<file path="config.mk">
export PLATFORM = sky130hd
export DESIGN_NAME = scp_div
export DESIGN_NICKNAME = d
export VERILOG_FILES = /design/src/rtl/scp_div.sv
export SDC_FILE = /design/constraint.sdc
export NUM_CORES = 2
export LEC_CHECK = 0
export ABC_AREA = 1
export BUFFER_PORTS_ARGS = -buffer_cell sky130_fd_sc_hd__clkbuf_2
export CORE_MARGIN = 3
export CORE_UTILIZATION = 50
export CTS_BUF_LIST = sky130_fd_sc_hd__clkbuf_8
export CTS_CLUSTER_DIAMETER = 200
export DETAILED_ROUTE_END_ITERATION = 16
export PLACE_DENSITY = 0.67
export SYNTH_ARGS = -nofsm -noshare
export SYNTH_HDL_FRONTEND = slang
export SYNTH_SLANG_ARGS = --single-unit
</file>
<file path="constraint.sdc">
create_clock -name clk -period 2.4 [get_ports clk]
set_input_delay 0.48 -clock clk [delete_from_list [all_inputs] [get_ports clk]]
set_output_delay 0.48 -clock clk [all_outputs]
set_load 0.005 [all_outputs]
</file>
<file path="src/rtl/scp_div.sv">
`default_nettype none
// ----------------------------------------------------------------------------
// scp_div
// Pipelined restoring unsigned divider, one quotient bit per stage.
// ----------------------------------------------------------------------------
module scp_div #(
	parameter int NUM_W  = 32,
	parameter int DEN_W  = 16,
	parameter int SIDE_W = 8
) (
	input  wire                 clk,
	input  wire                 arst_n,
	input  wire                 en,
	input  wire                 in_valid,
	input  wire  [NUM_W-1:0]    in_num,
	input  wire  [DEN_W-1:0]    in_den,
	input  wire  [SIDE_W-1:0]   in_side,
	output logic                out_valid,
	output logic [NUM_W-1:0]    out_quo,
	output logic [SIDE_W-1:0]   out_side
);
	logic [DEN_W-1:0]  rem_s  [NUM_W+1];
	logic [NUM_W-1:0]  quo_s  [NUM_W+1];
	logic [DEN_W-1:0]  den_s  [NUM_W+1];
	logic [SIDE_W-1:0] side_s [NUM_W+1];
	logic              vld_s  [NUM_W+1];

	always_comb begin
		rem_s[0]  = '0;
		quo_s[0]  = in_num;
		den_s[0]  = in_den;
		side_s[0] = in_side;
		vld_s[0]  = in_valid;
	end

	for (genvar k = 0; k < NUM_W; k++) begin : g_st
		logic [DEN_W:0]   sh;
		logic [DEN_W-1:0] rem_n;
		logic             qb;
		always_comb begin
			sh    = {rem_s[k], quo_s[k][NUM_W-1]};
			qb    = (sh >= {1'b0, den_s[k]});
			rem_n = qb ? DEN_W'(sh - {1'b0, den_s[k]}) : sh[DEN_W-1:0];
		end
		always_ff @(posedge clk or negedge arst_n) begin
			if (!arst_n) begin
				vld_s[k+1] <= 1'b0;
			end else if (en) begin
				vld_s[k+1] <= vld_s[k];
			end
		end
		always_ff @(posedge clk) begin
			if (en) begin
				rem_s[k+1]  <= rem_n;
				quo_s[k+1]  <= {quo_s[k][NUM_W-2:0], qb};
				den_s[k+1]  <= den_s[k];
				side_s[k+1] <= side_s[k];
			end
		end
	end

	assign out_valid = vld_s[NUM_W];
	assign out_quo   = quo_s[NUM_W];
	assign out_side  = side_s[NUM_W];
endmodule
`default_nettype wire

</file>
# Word level (Yosys, flattened, before mapping)
# Index checks and enable logic that the tools add are counted.
[totals]
ff_bits = 2304
inputBits = 60
output_inout_bits = 41
word_cells = 253
[classes]
add_sub_neg = 31
magnitude_cmp = 32
muxes = 31
[op_table]
columns = ["operator", "n"]
rows = [
  ["17-bit by 16-bit >= comparator with 1-bit output", 31],
  ["16-bit two-way mux", 30],
  ["16-bit subtractor", 30],
  ["1-bit by 16-bit >= comparator with 1-bit output", 1],
  ["1-bit by 16-bit subtractor with 16-bit output", 1],
  ["1-bit two-way mux", 1],
]

# Longest topological paths before layout
[depth]
word_depth = 2
ltp_mapped = 15

# Least setup slack after synthesis
# Ideal clock, no wire load.
[synth_timing]
kind = "reg2reg"
from = "register den_s[368] in the netlist's numbering"
to = "register rem_s, in the netlist g_st[10].sh[9], data pin"
setup_time_ps = 253
arrival_time_ps = 1686
slack_ps = 461
stages_incl_launch_ff = 10
period_less_slack_ps = 1939
cell_sequence = "edfxtp_1 > ha_1 > fa_1 > inv_1 > nand3_1 > nand3_1 > a21oi_1 > or2_2 > nand3_1 > nand2_1"
[synth_between]
elab_chain_cells = 2
word_cells_on_any_way = 3
classes_between = "add/sub: 1; order compare: 1; mux: 1"
[synth_rtl]
columns = ["element", "line_no", "text"]
rows = [
  ["from (decl)", "24", "logic [DEN_W-1:0] den_s [NUM_W+1];"],
  ["from (signal, indexed assignment)", "56", "den_s[k+1] <= den_s[k];"],
  ["16-bit subtractor / 17-bit by 16-bit >= comparator with 1-bit output (equally long branches)", "43, 42", ""],
  ["16-bit two-way mux (*)", "43", "rem_n = qb ? DEN_W'(sh - {1'b0, den_s[k]}) : sh[DEN_W-1:0];"],
  ["named net g_st[9].rem_n[8]", "38", "logic [DEN_W-1:0] rem_n;"],
  ["to (signal, indexed assignment)", "54", "rem_s[k+1] <= rem_n;"],
  ["to (decl)", "22", "logic [DEN_W-1:0] rem_s [NUM_W+1];"],
]
# The timed path passes the listed nets; every way through them passes the cells marked *.
# A chain may end at the register's enable or synchronous reset.

# Worst setup path in the final report
[layout_timing]
from = "register den_s[96] in the netlist's numbering"
to = "register rem_s, in the netlist g_st[27].sh[9], data pin"
[layout_between]
elab_chain_cells = 2
word_cells_on_any_way = 3
classes_between = "add/sub: 1; order compare: 1; mux: 1"
[layout_rtl]
columns = ["element", "line_no"]
rows = [
  ["16-bit subtractor / 17-bit by 16-bit >= comparator with 1-bit output (equally long branches)", "43, 42"],
  ["16-bit two-way mux (*)", "43"],
  ["named net g_st[26].rem_n[8]", "38"],
]
# Marks and branches as above.

==> qor.csv <==
metric,value,unit
status,"finished, final reports clean",
hold_violations,0,
yosys-top-cells-area,"edfxtp_1, nand2_1, inv_1",
first_global_vias,72900,
skew,0.0744,ns
slowest_stage,edfxtp_1,
p_per_area,1170,nW/µm²
grt_pass1_wl,392000,µm
insertion_delay,1.07,ns
crit_required,3.17,ns
dr_wl_met3,10400,µm
end_kind,flip-flop,
ys_ff_latch,2304,
holdPathStages,2,
core-area,220000,µm²
reg2reg_depth,8,
rrSetupSlack,0.08,ns
wl,248000,µm
clock_path_buffers,4,
antenna_found_initial,4,
critPathLaunchType,flip-flop,
worstPathCellList,"ha_1, fa_1, o21bai_1, nand2_1, nand4_1, nand2_1, nand2_1, nand2_1",
met2_length,117000,µm
max_slew.worst_pin.slew,0.705,ns
finalCritPeriodShare,0.967,
arrival,3.09,ns
root_buffer,clkbuf_8,
setup_viol,0,
finalNetCount,12300,
cpMostUsedCell,nand2_1,
die_x,477,µm
finalPower,0.147,W
synth-edff-count,2272,
drt_pass1_iterations,6,
avgSynthCellArea,10.2,µm²
vias,73600,
dp_cells,14200,
crit_path_max_fanout,3,
cts_inserted_buffers,392,
instances_no_fill,14900,
hpwlAfterDp,183000,µm
min_period,2.32,ns
syn_nets,11500,
ys.flop_type,edfxtp_1,
clk_pin_slew_worst_paths,0.06,ns
place_congestion,0.935,
maxSlewHeadroom,0.530,
synthesis.area,111000,µm²
slew_violations,0,
drt_iter0_drc,4993,
initial_core_util,0.504,
drive_above_1_share,0.103,
maxCapViolCount,0,
die_height,477,µm
reg2reg_from,den_s[96]$_DFFE_PP_,
grt_overflow_total,0,
cts_sinks,2304,
synthArstFlopShare,0.0139,
ys_types,44,
yosys_warnings,0,
syn_to_final_growth,13.5,%
hold_path_end,quo_s[1001]$_DFFE_PP_,
cellLeakagePower,58.8,nW
synth_top_area_cell,edfxtp_1,
ir_drop,0.639,mV
cts_tree,yes,
cts_max_level,5,
io_buffers,100,
avgViaCountPerCell,4.93,
synth.top_cell.area_share,0.615,
max_stage_delay,0.47,ns
highest_layer,met4,
wl_met1,112000,µm
synth_cells,10900,
yosysMostFrequentCell,nand2_1,
fmax,0.431,GHz
hp-start,in_num[8],
synth_common_cells,"nand2_1, edfxtp_1, inv_1",
grtUsageTotal,0.216,
ios,101,
grt_max_degree,101,
num_rows,172,
rr_endpoint,g_st[27].sh[9]$_DFFE_PP_,
worst_hold_path_type,in -> reg,
ant_nets,0,
die_area,228000,µm²
ys_seq_area_frac,0.622,
drt-wirelength-per-cell,16.6,µm
remaining_drc_errors,0,
worstSetupPathType,reg -> reg,
## report_power, final
group	internal, W	leakage (nW)	switching, W	total (W)
Combinational	0.0200	32.1	0.0360	0.0560
Sequential	0.0535	22.7	0.00438	0.0579
Clock	0.0181	4.09	0.0153	0.0334
Total	0.0915	58.8	0.0557	0.147
## worst max path at each step
stage / start / to / slack (ns) / cells past startpoint
2_1_floorplan: den_s[368]$_DFFE_PP_ / g_st[10].sh[9]$_DFFE_PP_ / 0.46 / 9
3_3_place_gp: den_s[43]$_DFFE_PP_ / g_st[31].sh[10]$_DFFE_PP_ / -0.003 / 12
3_5_place_dp: g_st[30].sh[14]$_DFFE_PP_ / g_st[31].sh[4]$_DFFE_PP_ / 0.01 / 8
4_1_cts: g_st[30].sh[14]$_DFFE_PP_ / g_st[31].sh[10]$_DFFE_PP_ / 0.005 / 8
5_1_grt: g_st[19].sh[9]$_DFFE_PP_ / g_st[20].sh[3]$_DFFE_PP_ / -0.01 / 13
6_report: den_s[96]$_DFFE_PP_ / g_st[27].sh[9]$_DFFE_PP_ / 0.08 / 8
## layer usage
layer	vias up	GRT usage
met4	0	0.0794
met5	-	0
met3	521	0.0289
met1	34300	0.293
li1	37100	-
met2	1678	0.355
## placed cells by master, fill, tap and decap left out, types with 7 or more instances in the layout
master,synthesis,routed
inv_1,1932,2020
nand2_4,25,24
nor3_1,86,85
clkinvlp_4,0,22
o21ai_0,30,29
clkinv_1,0,91
diode_2,0,7
ha_1,498,466
nor2_1,411,403
nor2_2,17,25
nand2_1,3698,3695
buf_4,62,341
o21a_1,25,25
xnor2_1,42,42
nand2_2,52,53
nand3_2,19,20
fa_1,30,30
nand3_1,794,793
inv_2,8,8
nor2_4,27,27
clkbuf_2,11,99
xor2_1,143,143
a21oi_1,284,284
clkinv_2,0,51
nand4_1,140,140
or2_2,20,20
edfxtp_1,2272,2272
ha_2,0,11
ha_4,0,21
buf_12,2,49
nand3b_1,59,59
and2_1,26,26
dfrtp_1,32,32
dlygate4sd3_1,0,60
bufinv_16,0,25
and3_1,14,14
nor4_2,8,8
o21bai_1,19,17
clkbuf_8,0,397
## cell type report
type | count | area (µm²)
Multi-Input combinational cell | 6491 | 33800
Fill cell | 18900 | 94300
Clock buffer | 397 | 5460
Antenna cell | 7 | 17.5
Inverter | 1940 | 7300
Tap cell | 2958 | 3700
Sequential cell | 2304 | 69000
Timing Repair Buffer | 552 | 4670
Timing Repair inverter | 1 | 7.51
Clock inverter | 283 | 1900
## stage by stage
stage	TNS [ns]	worst slack, ns	util	hold WS (ns)	cell area [µm²]
floorplan	0	0.461	-	0.184	111000
global placement	-0.00251	-0.00251	0.532	0.400	117000
detailed placement	0	0.0133	0.532	0.405	117000
CTS	0	0.00511	0.569	0.0119	125000
global route	-0.0686	-0.0124	0.572	0.0501	126000
finish	0	0.0791	0.572	0.131	126000
## state kept, by name, indices dropped and copies added (netlist names)
signal / cells
den_s: 496
g_st.sh: 527
out_quo: 32
out_side: 8
out_valid: 1
quo_s: 961
side_s: 248
vld_s: 31
## cell families after synthesis
group / Yosys count / synth area share
AOI/OAI and AO/OA: 370 / 0.0179
xor gates and xnor gates: 185 / 0.0146
buffers and inverters: 2100 / 0.0766
adders and majority gates: 528 / 0.0616
and+or+nand+nor: 5408 / 0.207
DFF: 2304 / 0.622
## worst max-delay path, delay by kind of cell, from the launching register on
kind | cells | cell delay [ns]
AOI/OAI and AO/OA | 1 | 0.35
adders and majority gates | 2 | 0.72
DFF | 1 | 0.47
and+or+nand+nor | 5 | 0.50
## timing repair
item | 4_1_cts | 5_1_grt
gates cloned | 0 | 1
endpoints found under the hold margin | 151 | 0
buffers inserted | 2 | 30
setup endpoints to repair | 1 | 209
pin swaps | 0 | 4
hold buffers | 61 | 0
resized for setup | 1 | 67
Power figures use the tool's default switching activity.
