<file path="config.mk">
export PLATFORM = sky130hd
export DESIGN_NAME = scp_isqrt
export DESIGN_NICKNAME = d
export VERILOG_FILES = /design/src/rtl/scp_isqrt.sv
export SDC_FILE = /design/constraint.sdc
export NUM_CORES = 1
export LEC_CHECK = 0
export BUFFER_PORTS_ARGS = -buffer_cell sky130_fd_sc_hd__buf_2
export CORE_MARGIN = 4
export CORE_UTILIZATION = 25
export DETAILED_ROUTE_END_ITERATION = 7
export PLACE_DENSITY = 0.45
export SETUP_SLACK_MARGIN = 0.3
export SLEW_MARGIN = 30
export SYNTH_ARGS = -nofsm -noshare
export SYNTH_HDL_FRONTEND = slang
export SYNTH_SLANG_ARGS = --single-unit
</file>
<file path="constraint.sdc">
create_clock -name clk -period 2.7 [get_ports clk]
set_input_delay 0.54 -clock clk [delete_from_list [all_inputs] [get_ports clk]]
set_output_delay 0.54 -clock clk [all_outputs]
set_load 0.03 [all_outputs]
</file>
<file path="src/rtl/scp_isqrt.sv">
`default_nettype none
// ----------------------------------------------------------------------------
// scp_isqrt
// Pipelined floor square root, one result bit per stage, with sideband.
// ----------------------------------------------------------------------------
module scp_isqrt #(
	parameter int IN_W   = 32,
	parameter int SIDE_W = 8
) (
	input  wire                       clk,
	input  wire                       arst_n,
	input  wire                       en,
	input  wire                       in_valid,
	input  wire  [IN_W-1:0]           in_n,
	input  wire  [SIDE_W-1:0]         in_side,
	output logic                      out_valid,
	output logic [(IN_W+1)/2-1:0]     out_root,
	output logic [SIDE_W-1:0]         out_side
);
	localparam int RW = (IN_W + 1) / 2;
	localparam int NW = 2 * RW;

	logic [NW-1:0]     rem_s  [RW+1];
	logic [RW-1:0]     root_s [RW+1];
	logic [SIDE_W-1:0] side_s [RW+1];
	logic              vld_s  [RW+1];

	always_comb begin
		rem_s[0]  = NW'(in_n);
		root_s[0] = '0;
		side_s[0] = in_side;
		vld_s[0]  = in_valid;
	end

	for (genvar k = 0; k < RW; k++) begin : g_st
		localparam int B = RW - 1 - k;
		logic [NW+1:0] trial;
		logic [NW-1:0] rem_n;
		logic [RW-1:0] root_n;
		always_comb begin
			trial  = {2'b0, NW'(root_s[k]) << (B + 1)} + ({{NW{1'b0}}, 2'b1} << (2 * B));
			rem_n  = rem_s[k];
			root_n = root_s[k];
			if ({2'b0, rem_s[k]} >= trial) begin
				rem_n  = rem_s[k] - NW'(trial);
				root_n = root_s[k] | (RW'(1) << B);
			end
		end
		always_ff @(posedge clk or negedge arst_n) begin
			if (!arst_n) begin
				vld_s[k+1] <= 1'b0;
			end else if (en) begin
				vld_s[k+1] <= vld_s[k];
			end
		end
		always_ff @(posedge clk) begin
			if (en) begin
				rem_s[k+1]  <= rem_n;
				root_s[k+1] <= root_n;
				side_s[k+1] <= side_s[k];
			end
		end
	end

	assign out_valid = vld_s[RW];
	assign out_root  = root_s[RW];
	assign out_side  = side_s[RW];
endmodule
`default_nettype wire

</file>
Word-level counts from Yosys, hierarchy flattened --
Cells that the tools add are included.
Operators by class: add/sub/neg operators 30, multipliers 0, divide/modulo/power cells 0, order comparisons 16, equal/unequal tests 0, shift-type cells 0, mux-type cells 16, bitwise logic cells 0, reductions and logical operators 0
Operators by type and width (count):
- 32-bit two-way mux | 15
- 31-bit by 29-bit adder with 32-bit output, second input constant | 1
- 32-bit by 18-bit greater-or-equal comparator with 1-bit output | 1
- 32-bit by 19-bit greater-or-equal comparator with 1-bit output | 1
- 32-bit by 20-bit greater-or-equal comparator with 1-bit output | 1
- 32-bit by 21-bit greater-or-equal comparator with 1-bit output | 1
- 32-bit by 22-bit greater-or-equal comparator with 1-bit output | 1
- 32-bit by 23-bit greater-or-equal comparator with 1-bit output | 1
- 32-bit by 24-bit greater-or-equal comparator with 1-bit output | 1
- 32-bit by 25-bit greater-or-equal comparator with 1-bit output | 1
- 32-bit by 26-bit greater-or-equal comparator with 1-bit output | 1
- 32-bit by 27-bit greater-or-equal comparator with 1-bit output | 1
- 32-bit by 28-bit greater-or-equal comparator with 1-bit output | 1
- 32-bit by 29-bit greater-or-equal comparator with 1-bit output | 1
- 32-bit by 30-bit greater-or-equal comparator with 1-bit output | 1
- 32-bit by 31-bit greater-or-equal comparator with 1-bit output | 1
- 32-bit by 31-bit greater-or-equal comparator with 1-bit output, second input constant | 1
- 32-bit greater-or-equal comparator | 1
- 32-bit by 19-bit subtractor with 32-bit output | 1
- 32-bit by 20-bit subtractor with 32-bit output | 1
- 32-bit by 21-bit subtractor with 32-bit output | 1
- 32-bit by 22-bit subtractor with 32-bit output | 1
- 32-bit by 23-bit subtractor with 32-bit output | 1
- 32-bit by 24-bit subtractor with 32-bit output | 1
- 24 further kinds | 24
Storage, ports and cells: bits in registers 880, latch bits 0, RAM bits 0, bits in read-only memories 0, input bits 44, memories 0

Longest topological paths before layout --
Gate-level depths: netlist (run 1).
word-level depth 3, depth in mapped cells 12, depth with buffers taken out 10

Worst setup path after synthesis (run 1) --
No wires, ideal clock.
path kind register -> register, start point register rem_s[312] (netlist bit), end point register rem_s[283] (netlist bit), data pin, setup time 0.271 ns, arrival 2.554 ns, required time 2.429 ns, slack -0.125 ns, cell stages (with the launch flop) 9, path buffers 0, path through edfxtp_1 ha_1 or4_1 or4_1 a311oi_2 a21boi_4 a211o_4 nor4_1 xor2_1
On the way: longest elaborated chain between the ends 2
RTL lines:
- start: declaration | RTL line 23 | logic [NW-1:0] rem_s [RW+1];
- start signal: indexed assignment | RTL line 58 | rem_s[k+1] <= rem_n;
- 32-bit by 26-bit subtractor with 32-bit output or 32-bit by 26-bit greater-or-equal comparator with 1-bit output (tied branches) | RTL line 45, 44
- 32-bit two-way mux * | RTL line 44 | if ({2'b0, rem_s[k]} >= trial) begin
- via g_st[7].rem_n[27] | RTL line 38 | logic [NW-1:0] rem_n;
The timed path passes the listed nets; every way through them passes the cells marked *. A chain may end at the register's enable or synchronous reset.

Worst setup path after layout (run 1) --
start point register rem_s[79] (netlist bit), end point register rem_s[59] (netlist bit), data pin
On the way: longest elaborated chain between the ends 2
RTL lines (RTL line):
- 32-bit by 19-bit subtractor with 32-bit output or 32-bit by 19-bit greater-or-equal comparator with 1-bit output (tied branches) | 45, 44
- 32-bit two-way mux * | 44
- via g_st[14].rem_n[27] | 38
Marked as above.

==> implementation parameters, run 1 <==
Parameter                              Value

Outcome
  Run status    complete, but fails checks
  Failing checks    negative setup slack

Floorplanning
  Area of the core    133000 µm²
  DIE WIDTH    approximately 370 µm
  Number of rows created at floorplan    between 100 and 150
  Die area    around 140000 µm²
  Io pins    just under 70
  Floorplan die height    374 µm
  Initial core utilization    25.1%

Logic synthesis
  Main area contributors after synthesis    edfxtp_1 (67%), ha_1 (5.6%), xor2_1 (2.9%)
  Area share of the leading cell type in the synthesized netlist    about two thirds
  Total nets after synthesis    between 2000 and 3000
  Post-Synthesis Cell Area    around 33000 µm²
  Proportion of synthesized chip area in sequential cells    about two thirds
  Proportion of register bits with asynchronous set or reset after synthesis    between 2 and 2.5%
  Number of library cell types mapped by synthesis    between 80 and 90
  Total number of yosys warnings    0
  Number of synthesized flops with an enable pin    744
  Cells after synthesis    roughly 2400
  Most area-hungry cell type in the Yosys netlist    edfxtp_1
  Post-synthesis area per instance    about 14 µm²
  Count of state elements after synthesis    between 700 and 800
  Predominant post-synthesis flop cell    edfxtp_1

Cells and area
  Number of standard cells in the final layout excluding fillers    between 4000 and 5000
  Ant. Diodes    0
  Footprint of the multi-input gates    around 13000 µm²
  Total Nets Final    3231
  Share of post-route cells with drive strength above 1    a little over a third
  Number of fill cells    ~13000
  Total area of sequential cells    approximately 23000 µm²
  Layout Area Growth over Synthesis    38.9%
  Cell area after layout    ~47000 µm²

Routing
  DRC violations left    0
  Detailed Routing Iterations Pass 1    5
  Average detailed-routed wire length per instance    approximately 15 µm
  Number of vias after detailed routing    about 21000
  Post-route ant nets    0
  Final Routed Wirelength    around 73 mm
  Per-cell via count in the routed design    4.21
  Number of DRC markers in iteration 0    736

CTS
  Number of CTS-inserted buffers    89
  Clock insertion delay at the later pin of the skew report    about 700 ps
  TritonCTS clock tree    built
  Number of clock sinks seen by CTS    760
  Clock-pin slew on the worst setup and hold paths    about 60 ps
  Number of buffers on the longest clock path    3
  Maximum level of the CTS H-tree    3
  Clock Root Buffer    clkbuf_16

Placement
  Detail Placement HPWL    ~50 mm
  Total placed instance area    38800 µm²
  Quantity of I/O buffers inserted on ports    68
  Total placed cells including tap cells    between 4000 and 5000
  RD Place Congestion    roughly 0.8

Power
  Switching Share    27.2%
  Post-layout total power    around 35 mW
  Static leakage power    around 18 nW
  P per Cell Area    around 750 nW/µm²
  Clk network pwr share    approximately a third
  Portion of total power attributed to combinational logic    roughly a fifth
  Reg power frac    between 40 and 50%
  Reported net switching power    about 9.4 mW
  Int Pwr    25.3 mW
  Peak VDD IR    0.000503 V

Global route
  Total gr overflow    0
  First-pass GRT wire length    between 100 and 150 mm
  Number of antenna violations at the first check in global routing    0
  Vias in the first global route    21682
  Pin count of the biggest net entering global routing    roughly 110
  Total GRT Usage    10.1%

STA
  RSZ-0062 raised after global routing    true
  Maximum clock rate    roughly 350 MHz
  Tmin final    around 2900 ps
  Fin. Hold Viols    0
  Min setup slack post-route    -151 ps
  Worst slew pin tran    just under 600 ps
  Total setup violations reported at the end of the flow    29
  Slew headroom    60.3%
  Skew final    52.0 ps
  Share of the clock period used by the worst path    106%
  Final count of pins violating max slew    0

Critical path
  Worst Path Buf+Inv    3
  Ordered cell list for the critical path    ha_4, nand4_1, buf_4, nor4_4, o311ai_2, o211a_1, buf_12, nor4_4, buf_4, or2b_1, xnor2_1
  Arrival @ worst endpoint    around 3200 ps
  Startpoint kind of the worst setup timing path    flip-flop
  Worst path top cell family by delay    simple AND/OR/NAND/NOR gates
  Maximum fanout count along the critical path    4
  CP endpoint kind    flip-flop
  Category of the critical setup timing path    reg -> reg
  Delay of the slowest critical-path stage    between 400 and 500 ps
  Required time reported for the critical path endpoint    between 3000 and 4000 ps
  Slowest cell on the critical path    edfxtp_1

Run
  Number of max-cap violations    0

Hold path
  Hold crit path type    in -> reg
## routing by layer
metal / GRT usage (%) / vias up / routed length [µm]
met5: 0 / - / 0
met4: 3.91 / 0 / 2730
met3: 2.11 / 144 / 2040
met2: 19.9 / 252 / 40900
met1: 10.3 / 9810 / 26900
li1: - / 10332 / -
## placed cells by master (no fill, tap or decap), types with 22 or more instances in the layout
| master | n |
|---|---|
| o21a_1 | 27 |
| nand2_1 | 90 |
| o21ai_0 | 57 |
| inv_1 | 166 |
| a21o_1 | 27 |
| nand2_2 | 25 |
| or3_1 | 23 |
| buf_2 | 67 |
| buf_12 | 31 |
| clkbuf_16 | 94 |
| dlygate4sd3_1 | 37 |
| a21oi_1 | 88 |
| nand2b_1 | 26 |
| buf_6 | 60 |
| nand2_4 | 40 |
| mux2_2 | 22 |
| clkbuf_1 | 23 |
| xor2_1 | 108 |
| edfxtp_1 | 744 |
| nand4_1 | 25 |
| o21ai_2 | 50 |
| xnor2_1 | 72 |
| nor3_1 | 44 |
| buf_4 | 368 |
| nor2_1 | 99 |
| ha_1 | 106 |
| nor4_1 | 51 |
| ha_4 | 38 |
| o21ai_1 | 22 |
## power by group through the flow
stage	combinational (mW)	clock, mW	sequential [mW]
after CTS	6.38	12.3	15.6
after global placement	5.53	0	15.8
after detailed placement	5.54	0	15.8
after global routing	7.87	12.9	15.9
final	7.14	11.8	15.7
after floorplan	3.41	0	15.6
## kinds of logic (layout without fill, tap and decap cells)
family,Yosys count,in the layout,share of synthesized area (%)
buffers and inverters,223,931,2.70
xor gates and xnor gates,196,196,5.13
AOI/OAI and AO/OA,410,410,7.67
and+or+nand+nor,631,631,9.92
adders and majority gates,150,150,5.60
DFF,760,760,67.9
muxes,32,32,1.06
## cell usage after synthesis (all sizes together) (25+ instances only)
master,instances
a21o,28
a21oi,110
edfxtp,744
ha,150
inv,185
mux2,27
nand2,156
nand2b,30
nand4,25
nor2,125
nor3,73
nor4,73
o21a,28
o21ai,132
or3,26
xnor2,86
xor2,110
## metrics by stage
step	util [%]	TNS [ps]	hold slack (ps)	worst slack [ps]
2_1_floorplan	-	0	244	9.77
3_3_place_gp	29.1	-22070	401	-710
3_5_place_dp	29.1	-19890	405	-675
4_1_cts	33.5	-1750	3.56	-225
5_1_grt	34.9	-5910	12.5	-279
6_report	34.9	-1240	72.4	-151
## cell type report
type	count	area share (%)
tap	1768	4.76
clock inverter	52	1.30
timing repair buffer	582	11.1
multi-input combinational	1419	27.4
inverter	185	1.55
sequential	760	48.9
clock buffer	112	4.98
## sequential cells by signal (all words and copies together) (netlist names)
name and cells:
out_root 16, side_s 120, root_s 120, rem_s 480
vld_s 15, out_side 8, out_valid 1
## worst paths after layout
path                       slack [ps]                    end  cells past startpoint                 start
min in group asynchronous         280   vld_s[3]$_DFFE_PN0P_                      2                arst_n
max in group asynchronous        2170  vld_s[11]$_DFFE_PN0P_                      2                arst_n
max                              -150    rem_s[59]$_DFFE_PP_                     11   rem_s[79]$_DFFE_PP_
min reg2reg                       400   side_s[57]$_DFFE_PP_                      0  side_s[65]$_DFFE_PP_
min                                70  side_s[123]$_DFFE_PP_                      1            in_side[3]
max reg2reg                      -150    rem_s[59]$_DFFE_PP_                     11   rem_s[79]$_DFFE_PP_
## repair_timing
item	CTS	global route
hold buffers	37	0
resized for setup	370	286
buffers inserted	93	58
endpoints found under the hold margin	52	0
endpoints found under the setup margin	220	223
pin swaps	140	126
gates cloned	7	8
No activity file was read; power rests on OpenSTA's default activity.
==> run 2, diff against run 1 <==
--- a/config.mk
+++ b/config.mk
@@ -7,9 +7,9 @@
 export LEC_CHECK = 0
 export BUFFER_PORTS_ARGS = -buffer_cell sky130_fd_sc_hd__buf_2
 export CORE_MARGIN = 4
-export CORE_UTILIZATION = 25
+export CORE_UTILIZATION = 40
 export DETAILED_ROUTE_END_ITERATION = 7
-export PLACE_DENSITY = 0.45
+export PLACE_DENSITY = 0.62
 export SETUP_SLACK_MARGIN = 0.3
 export SLEW_MARGIN = 30
 export SYNTH_ARGS = -nofsm -noshare
==> run 2 against run 1 <==
The run still ends with negative setup slack left. Die area shrank 37%. Via count grew 2.7%. Global-route usage grew 5.1 points. Sequential power is essentially flat. First-iteration DRC count grew 34%. Sequential share of layout area grew 1.8 points. Flip-flop and latch count is the same. Fmax is essentially flat. Power shrank 1.9%. Highest routed layer unchanged.
==> implementation parameters, run 2 (synthesis gave the netlist of run 1 again) <==
Parameter                              Value

STA
  Min setup slack post-route    -150 ps (+1.01 ps)
  Total setup violations reported at the end of the flow    27 (-6.9%)
  Fin. Hold Viols    0 (unchanged)
  Skew final    38.9 ps (-13.1 ps)
  Share of the clock period used by the worst path    106% (about the same)
  Final count of pins violating max slew    0 (unchanged)
  Worst slew pin tran    582 ps (-7.36 ps)
  WHS    62.0 ps (-10.4 ps)
  RSZ-0062 raised after global routing    true
  Tmin final    2850 ps (-1.01 ps)
  Slew headroom    60.6% (+0.36 points)
  Maximum clock rate    351 MHz (about the same)
  Total Negative Setup Slacks    -2110 ps (-866 ps)

Routing
  Detailed Routing Iterations Pass 1    5 (unchanged)
  Number of DRC markers in iteration 0    984 (+34%)
  Final Routed Wirelength    71.3 mm (-1.8%)
  Post-route ant nets    0 (unchanged)
  DRC violations left    0 (unchanged)
  Average detailed-routed wire length per instance    17.4 µm (+17%)
  Per-cell via count in the routed design    5.14 (+22%)
  Number of vias after detailed routing    21087 (+2.7%)

Global route
  Total gr overflow    0 (unchanged)
  Met1 track demand over resource in global routing    14.7% (+4.4 points)
  Pin count of the biggest net entering global routing    75 (-29%)
  Fraction of met3 tracks used by global routing    2.15% (+0.032 points)
  First-pass GRT wire length    109 mm (-4.1%)
  GR Layer Usage met2    30.3% (+10 points)
  Total GRT Usage    15.2% (+5.1 points)
  Most congested layer reported by global routing    met2
  Number of antenna violations at the first check in global routing    0 (unchanged)
  Vias in the first global route    22053 (+1.7%)

Cells and area
  Ant. Diodes    0 (unchanged)
  Most common cell after layout, fill and taps aside    edfxtp_1
  Share of post-route cells with drive strength above 1    35.5% (-0.39 points)
  Total Nets Final    3162 (-2.1%)
  Biggest register    rem_s
  Layout Area Growth over Synthesis    33.9%
  Highest-count cells in the layout ignoring fill and taps    edfxtp_1 (744), buf_4 (343), inv_1 (161), xor2_1 (110), nand2_1 (109)
  Largest registers    rem_s: 480 flops, root_s: 120 flops, side_s: 120 flops
  Max FFs per register    480 (unchanged)

CTS
  Maximum level of the CTS H-tree    3 (unchanged)
  Number of buffers on the longest clock path    3 (unchanged)
  TritonCTS clock tree    built
  Clock Root Buffer    clkbuf_16
  Clock insertion delay at the later pin of the skew report    630 ps (-70 ps)
  Number of clock sinks seen by CTS    760 (unchanged)
  Clock-pin slew on the worst setup and hold paths    60 ps (about the same)
  Number of CTS-inserted buffers    82 (-7.9%)

Hold path
  Min-Delay Path Depth    1 (unchanged)
  Hold crit path type    in -> reg

Critical path
  FF-to-FF path depth    9 (-2)
  Arrival @ worst endpoint    3220 ps (-20 ps)
  Startpoint kind of the worst setup timing path    flip-flop
  Category of the critical setup timing path    reg -> reg
  Required time reported for the critical path endpoint    3070 ps (about the same)
  CP endpoint kind    flip-flop
  Maximum fanout count along the critical path    6 (+2)

Outcome
  Run status    complete, but fails checks
  Failing checks    negative setup slack

Run
  Number of max-cap violations    0 (unchanged)

Floorplanning
  Io pins    69 (unchanged)
  Die area    88400 µm² (-37%)
  Number of rows created at floorplan    105 (-22%)
  Area of the core    82500 µm² (-38%)
  Floorplan die height    297 µm (-20%)
  DIE WIDTH    297 µm (-20%)
  Initial core utilization    40.6% (+15 points)

Power
  P per Cell Area    759 nW/µm² (+1.7%)
  Static leakage power    17.1 nW (-2.6%)
  Peak VDD IR    0.000567 V (+13%)
  Post-layout total power    34.0 mW (-1.9%)

Placement
  RD Place Congestion    0.926 (+18%)
  Detail Placement HPWL    47.3 mm (-4.8%)
  Quantity of I/O buffers inserted on ports    68 (unchanged)
-- run 2: cell count changes in the layout (fill, tap and decap cells not counted), moves of 8 or more --
cell,previous run,this run
o21ai_1,22,32
xnor2_1,72,80
buf_4,368,343
xnor2_2,13,5
nand2_1,90,109
clkbuf_1,23,11
dlygate4sd3_1,37,1
nand2_4,40,27
-- run 2: path summary, 6_finish.rpt --
path / startpoint / end / slack [ps]
hold / removal: in_n[23] / rem_s[503]$_DFFE_PP_ / 60
max in group asynchronous: arst_n / vld_s[4]$_DFFE_PN0P_ / 2110
hold reg to reg: side_s[79]$_DFFE_PP_ / side_s[71]$_DFFE_PP_ / 420
setup / recovery: rem_s[170]$_DFFE_PP_ / rem_s[136]$_DFFE_PP_ / -150
min in group asynchronous: arst_n / vld_s[9]$_DFFE_PN0P_ / 330
setup reg to reg: rem_s[170]$_DFFE_PP_ / rem_s[136]$_DFFE_PP_ / -150
-- run 2: stage by stage --
step / setup WS (ps) / instance area [µm²] / utilization, % / cells
after global routing: -195 / 44800 / 54.3 / 4104
after detailed placement: -490 / 37500 / 45.4 / 3753
after floorplan: 9.77 / 33900 / - / 2402
after CTS: -136 / 42800 / 51.9 / 4004
final: -150 / 44800 / 54.3 / 4104
after global placement: -405 / 37500 / 45.4 / 3753
-- run 2: layout make-up --
| type | instances | area, µm² |
|---|---|---|
| Sequential cell | 760 | 22700 |
| Inverter | 185 | 724 |
| Clock buffer | 95 | 2120 |
| Timing Repair Buffer | 520 | 4610 |
| Fill cell | 6441 | 37700 |
| Clock inverter | 55 | 658 |
| Multi-Input combinational cell | 1419 | 12600 |
| Tap cell | 1070 | 1340 |
-- run 2: worst max-delay path, cell delays in order, from the launching register on --
cell and delay (ps):
edfxtp_1 430, ha_4 300, or4b_4 480, or4_4 440, o21a_1 230, buf_6 140, nor3b_4 150, buf_12 150
clkbuf_16 160, xnor2_1 120
-- run 2: repair_timing --
item,in CTS,in global routing
gates resized for setup,352,285
setup endpoints to repair,217,226
cloned,9,9
hold endpoints to repair,16,0
pin swaps,126,140
hold buffers,1,0
setup buffers,91,91
-- run 2: routing by layer --
metal / share of wire [%] / routed length [µm] / vias to the layer above
met5: 0 / 0 / -
met4: 5.3 / 3760 / 0
met3: 2.7 / 1910 / 223
met2: 57 / 40400 / 416
met1: 35 / 25100 / 10276
li1: - / - / 10172
-- run 2: power breakdown --
group | internal (mW) | total (mW) | leakage (nW) | switching [mW]
registers | 14.7 | 15.7 | 7.34 | 0.981
logic | 3.51 | 7.10 | 8.40 | 3.59
clock network | 6.51 | 11.2 | 1.34 | 4.70
total | 24.7 | 34.0 | 17.1 | 9.27
